$ cat src/design/sp_pkg.sv
// shared constants, codes and types for the shortest path block
`timescale 1ns / 1ps
package sp_pkg;

    localparam int MAX_NODES = 64;
    localparam int NODE_W    = $clog2(MAX_NODES);
    localparam int CNT_W     = NODE_W + 1;
    localparam int EDGE_AW   = 2 * NODE_W;
    localparam int DIST_W    = 22;
    localparam int WEIGHT_W  = 16;
    localparam int OP_W      = 2;
    localparam int CFG_IDX_W = 2;
    localparam int CFG_DAT_W = 7;

    localparam logic [OP_W-1:0] OP_ADD_EDGE = 2'd0;
    localparam logic [OP_W-1:0] OP_CLEAR    = 2'd1;
    localparam logic [OP_W-1:0] OP_RUN      = 2'd2;

    localparam logic [CFG_IDX_W-1:0] CFG_NODE_COUNT = 2'd0;
    localparam logic [CFG_IDX_W-1:0] CFG_START_NODE = 2'd1;
    localparam logic [CFG_IDX_W-1:0] CFG_DIRECTED   = 2'd2;

    typedef enum logic [2:0] {
        ST_IDLE,
        ST_ADD_MIRROR,
        ST_RUN_INIT,
        ST_SCAN,
        ST_RELAX,
        ST_OUT_RD,
        ST_OUT_LD
    } t_state;

    typedef struct packed {
        logic                present;
        logic [WEIGHT_W-1:0] weight;
    } t_edge;

    typedef struct packed {
        logic                en;
        logic [EDGE_AW-1:0]  addr;
        logic [WEIGHT_W-1:0] weight;
    } t_edge_wr;

    typedef struct packed {
        logic [DIST_W-1:0] path_len;
        logic [NODE_W-1:0] parent;
    } t_node;

    typedef struct packed {
        logic              en;
        logic [NODE_W-1:0] addr;
        t_node             data;
    } t_node_wr;

endpackage

$ cat src/design/sp_alu.sv
// shared add and compare unit used by the min scan and the relax pass
`timescale 1ns / 1ps
module sp_alu (
    input  logic [sp_pkg::DIST_W-1:0]   i_base,
    input  logic [sp_pkg::WEIGHT_W-1:0] i_add,
    input  logic [sp_pkg::DIST_W-1:0]   i_ref,
    output logic [sp_pkg::DIST_W-1:0]   o_sum,
    output logic                        o_less
);

    logic [sp_pkg::DIST_W:0] sum_full;

    // distances stay below 2^22, the carry is only kept for the width match
    assign sum_full = {1'b0, i_base} + {{(sp_pkg::DIST_W + 1 - sp_pkg::WEIGHT_W){1'b0}}, i_add};
    assign o_sum    = sum_full[sp_pkg::DIST_W-1:0];
    assign o_less   = sum_full < {1'b0, i_ref};

endmodule

$ cat config.mk
export PLATFORM = sky130hd
export DESIGN_NAME = sp_alu
export DESIGN_NICKNAME = d
export VERILOG_FILES = /design/src/design/sp_pkg.sv /design/src/design/sp_alu.sv
export SDC_FILE = /design/constraint.sdc
export NUM_CORES = 1
export LEC_CHECK = 0
export BUFFER_PORTS_ARGS = -buffer_cell sky130_fd_sc_hd__clkbuf_2
export CAP_MARGIN = 20
export CORE_UTILIZATION = 47
export DETAILED_ROUTE_END_ITERATION = 10
export GPL_TIMING_DRIVEN = 0
export PLACE_DENSITY = 0.83
export SKIP_LAST_GASP = 1
export SLEW_MARGIN = 25
export SYNTH_ARGS = -nofsm -noshare
export SYNTH_HDL_FRONTEND = slang
export SYNTH_SLANG_ARGS = --single-unit
export TNS_END_PERCENT = 30
$ cat constraint.sdc
create_clock -name vclk -period 5.04
set_input_delay 1.008 -clock vclk [all_inputs]
set_output_delay 1.008 -clock vclk [all_outputs]
set_load 0.05 [all_outputs]
# Yosys cells after proc, flatten, opt, wreduce, memory -nomap -nowiden
# Cells that the tools add are included.
totals:
  wordCells: 2
  out_inout_bits: 23
  ff_bits: 0
classes:
  magnitude_cmp: 1
  add_sub_neg: 1
ops:
  columns: ["op", "count"]
  rows:
  - ["$add 22x16->23", 1]
  - ["$lt 23x22->1", 1]

# Longest topological paths before layout
logic_depth:
  word_depth: 2
  ltp_mapped: 16
  ltp_nobuf: 16

# Worst setup path before layout
# OpenSTA, ideal clock, no wires.
synth_path:
  path_kind: "input to output"
  startpoint: "in i_base[0] (netlist name)"
  endpoint: "out o_less"
  required_ns: 4.032
  t_arrival_ns: 5.154
  cell_stages: 16
  path_slack_ns: -1.122
  path_cell_list: "ha_1 > inv_1 > fa_1 > nor2b_4 > o31ai_2 > a32oi_4 > a31oi_4 > o31ai_4 > xor2_1 > ha_1 > a21o_1 > a211oi_1 > o21ai_0 > a21oi_1 > nand3_1 > a21oi_1"
synth_between:
  elab_chain_cells: 2
synth_rtl:
  columns: ["item", "line_no", "source"]
  rows:
  - ["start: declaration", "sp_alu.sv:4", "input logic [sp_pkg::DIST_W-1:0] i_base,"]
  - ["$add 22x16->23", "sp_alu.sv:14", "assign sum_full = {1'b0, i_base} + {{(sp_pkg::DIST_W + 1 - sp_pkg::WEIGHT_W){1'b0}}, i_add};"]
  - ["via o_sum (one bit)", "sp_alu.sv:7", "output logic [sp_pkg::DIST_W-1:0] o_sum,"]
  - ["$lt 23x22->1", "sp_alu.sv:16", "assign o_less = sum_full < {1'b0, i_ref};"]
  - ["end: declaration", "sp_alu.sv:8", "output logic o_less"]
# The timed path passes the listed nets, and every way through them passes these cells.

# Worst setup path in the final report
layout_path:
  startpoint: "in i_add[0] (netlist name)"
  endpoint: "out o_less"
layout_between:
  elab_chain_cells: 2
layout_rtl:
  columns: ["item", "line_no", "source"]
  rows:
  - ["start: declaration", "sp_alu.sv:5", "input logic [sp_pkg::WEIGHT_W-1:0] i_add,"]
  - ["$add 22x16->23", "sp_alu.sv:14", null]
  - ["$lt 23x22->1", "sp_alu.sv:16", null]
# No other way between the ends.

==> metrics.csv <==
stage;metric;value;unit
pwr;pwr dens;192.7;mW/mm^2
drt;drt wl/cell;11.48;microns
yosys;Syn Nets;296;
finish;post-layout util;0.7120;
drt;DR vias;1729;
finish;total of clock buffers placed in the layout;0;
worst_setup_path;Crit path required time;4030;ps
finish;sequential cell count;0;
timing;RSZ-0062 raised after global routing;true;
timing;Tmin final;5002;ps
floorplanning;Initial Utilization;0.4897;
timing;Max Freq;199.9;MHz
global_route;largest net degree at the start of global routing;9;
global_route;global-route wire length before repair;6037;microns
drt;DRC Markers;0;
drt;final WL;3824;microns
flow_run;max cap viols;0;
worst_setup_path;Worst setup SP type;input pin;
yosys;Cells after Synth;198;
finish;n_diodes;0;
pwr;Pwr Total;415.4;uW
floorplanning;Core ar.;0.003028;sq mm
run_status;outcome;completed;
cts;hold buffer count at CTS;0;
place;DP Wirelength;3319;microns
yosys;synthesized area;0.001483;sq mm
yosys;synth top area cells;ha_1 (31%), a21oi_1 (7.1%), inv_1 (6.8%);
pwr;Sw Share;0.6496;
worst_setup_path;CP Class;input pin to primary output;
worst_setup_path;largest stage delay on the critical path;360;ps
worst_setup_path;Worst path slowest cell;fa_2;
finish;Reg area;0;sq um
pwr;peak supply drop;0.09641;mV
timing;Final Hold Fails;0;
drt;ANT nets after route;0;
pwr;switching power;269.8;uW
yosys;post-synthesis sequential area ratio;0;
place;IO buf count;83;
timing;Hold WS;2451;ps
finish;Fill cells;263;
worst_setup_path;crit-path cells;buf_2 > ha_4 > inv_2 > fa_2 > nor2b_4 > o31ai_4 > a32oi_4 > a31oi_4 > o31ai_4 > xor2_4 > ha_4 > a21o_1 > a211oi_2 > o21ai_1 > a21oi_1 > nand3_1 > a21oi_4 > buf_8;
yosys;post-synthesis average cell area;7.488;sq um
timing;setup violators final;0;
drt;vias per inst;5.192;
drt;DR iter-0 viols;33;
floorplanning;FP Rows;20;
finish;fin nets;389;
yosys;leading area contributor after synthesis;ha_1;
yosys;post-synth cell types;39;
worst_setup_path;crit-path max FO;2;
pwr;Static Leak;1.164;nW
global_route;Total GRT Usage;0.2203;
place;gpl congestion;0.9370;
pwr;internal power;145.5;uW
floorplanning;die area;0.003383;sq mm
worst_setup_path;CP Data Arrival Time;3990;ps
global_route;vias in the first global route;1486;
hold_path;Hold Crit Class;input pin to primary output;
timing;pin slew with the least headroom to its limit;440.0;ps
finish;most frequent cells in the layout;clkbuf_2 (80), ha_1 (35), inv_1 (26);
global_route;Overflow after GRT;0;
floorplanning;Chip Width;58.17;microns
drt;Pre-Repair DR Iteration Count;5;
timing;Final Max Tran Viols;0;
pwr;Combinational Power Share;1.000;
finish;most common cell after layout, fill and taps aside;clkbuf_2;
finish;area grow syn2layout;45.40;%
pwr;Seq pwr share;0;
worst_setup_path;CP Capture Type;primary output;
timing;Tcrit/Tclk final;0.9925;
floorplanning;Die Ht;58.17;microns
global_route;initial antenna violation count;0;
yosys;area share of the largest cell type after synthesis;0.3122;
yosys;yosys warns;0;
floorplanning;Ports;83;
timing;Slew headroom;0.6991;
pwr;clock share of power;0;
finish;layout cells sized above 1;0.4048;
cell families (layout without fill, tap and decap cells):
family	count (synthesis)	in the layout	share of synthesized area
AO/OA/AOI/OAI	65	65	0.3215
buffers and inverters	29	120	0.07426
adder cells (fa/ha/maj)	38	38	0.3257
XOR/XNOR	19	19	0.1122
AND/OR/NAND/NOR	47	47	0.1662
cells in the mapped netlist (all sizes together):
library cell,n
o2111ai,1
buf,1
nand4,7
nand2b,1
xor2,8
nor3,1
and3,2
nand3,5
xnor2,11
o32ai,1
inv,27
a21oi,22
clkbuf,1
o21a,4
nor2,11
o211a,1
nor2b,4
o21bai,1
o21ai,14
fa,1
a211o,1
o22ai,2
nand4b,1
a2111oi,2
o31ai,2
a21o,6
ha,37
a211oi,3
nand2,15
o211ai,1
a32oi,1
a31oi,3
per-layer routing:
layer | vias to the layer above | GRT usage | share of wire
met4 | 0 | 0.02041 | 0.0071
met5 | - | 0 | 0
li1 | 907 | - | -
met2 | 57 | 0.4204 | 0.50
met1 | 763 | 0.2871 | 0.45
met3 | 2 | 0 | 0.043
area by class of cell:
type | count | area [sq um] | share of cell area
inverter | 27 | 101.3 | 0.04701
timing repair buffer | 91 | 488.0 | 0.2263
tap | 44 | 55.05 | 0.02554
multi-input combinational | 169 | 1503 | 0.6970
buffer | 2 | 8.758 | 0.004063
per-stage QoR:
step,cell area (sq um),worst slack [ps],std cells,TNS (ps)
6_report,2156,38.01,333,0
5_1_grt,2156,-85.86,333,-85.86
4_1_cts,2123,-133.6,330,-133.6
3_5_place_dp,2051,-309.1,325,-309.1
3_3_place_gp,2051,-281.3,325,-281.3
2_1_floorplan,1580,-191.3,198,-191.3
critical path, delay by kind of cell:
kind / cells / cell delay [ps]
AOI/OAI and AO/OA: 9 / 1470
adders and majority gates: 3 / 710
and+or+nand+nor: 2 / 290
xor gates and xnor gates: 1 / 200
buffers and inverters: 3 / 290
what timing repair did:
item,CTS,global route
setup buffers,5,3
pin swaps,12,10
endpoints found under the setup margin,1,1
resized for setup,8,5
final timing paths:
kind / start / end / slack, ps / cells after the start
worst min-delay path: i_base[20] / o_sum[20] / 2450 / 3
worst max-delay path: i_add[0] / o_less / 40 / 18
power groups by stage:
stage / sequential (mW) / clock, mW / combinational, mW
finish: 0 / 0 / 0.415
global route: 0 / 0 / 0.449
CTS: 0 / 0 / 0.410
detailed placement: 0 / 0 / 0.395
global placement: 0 / 0 / 0.389
floorplan: 0 / 0 / 0.303
Power figures use the tool's default switching activity.
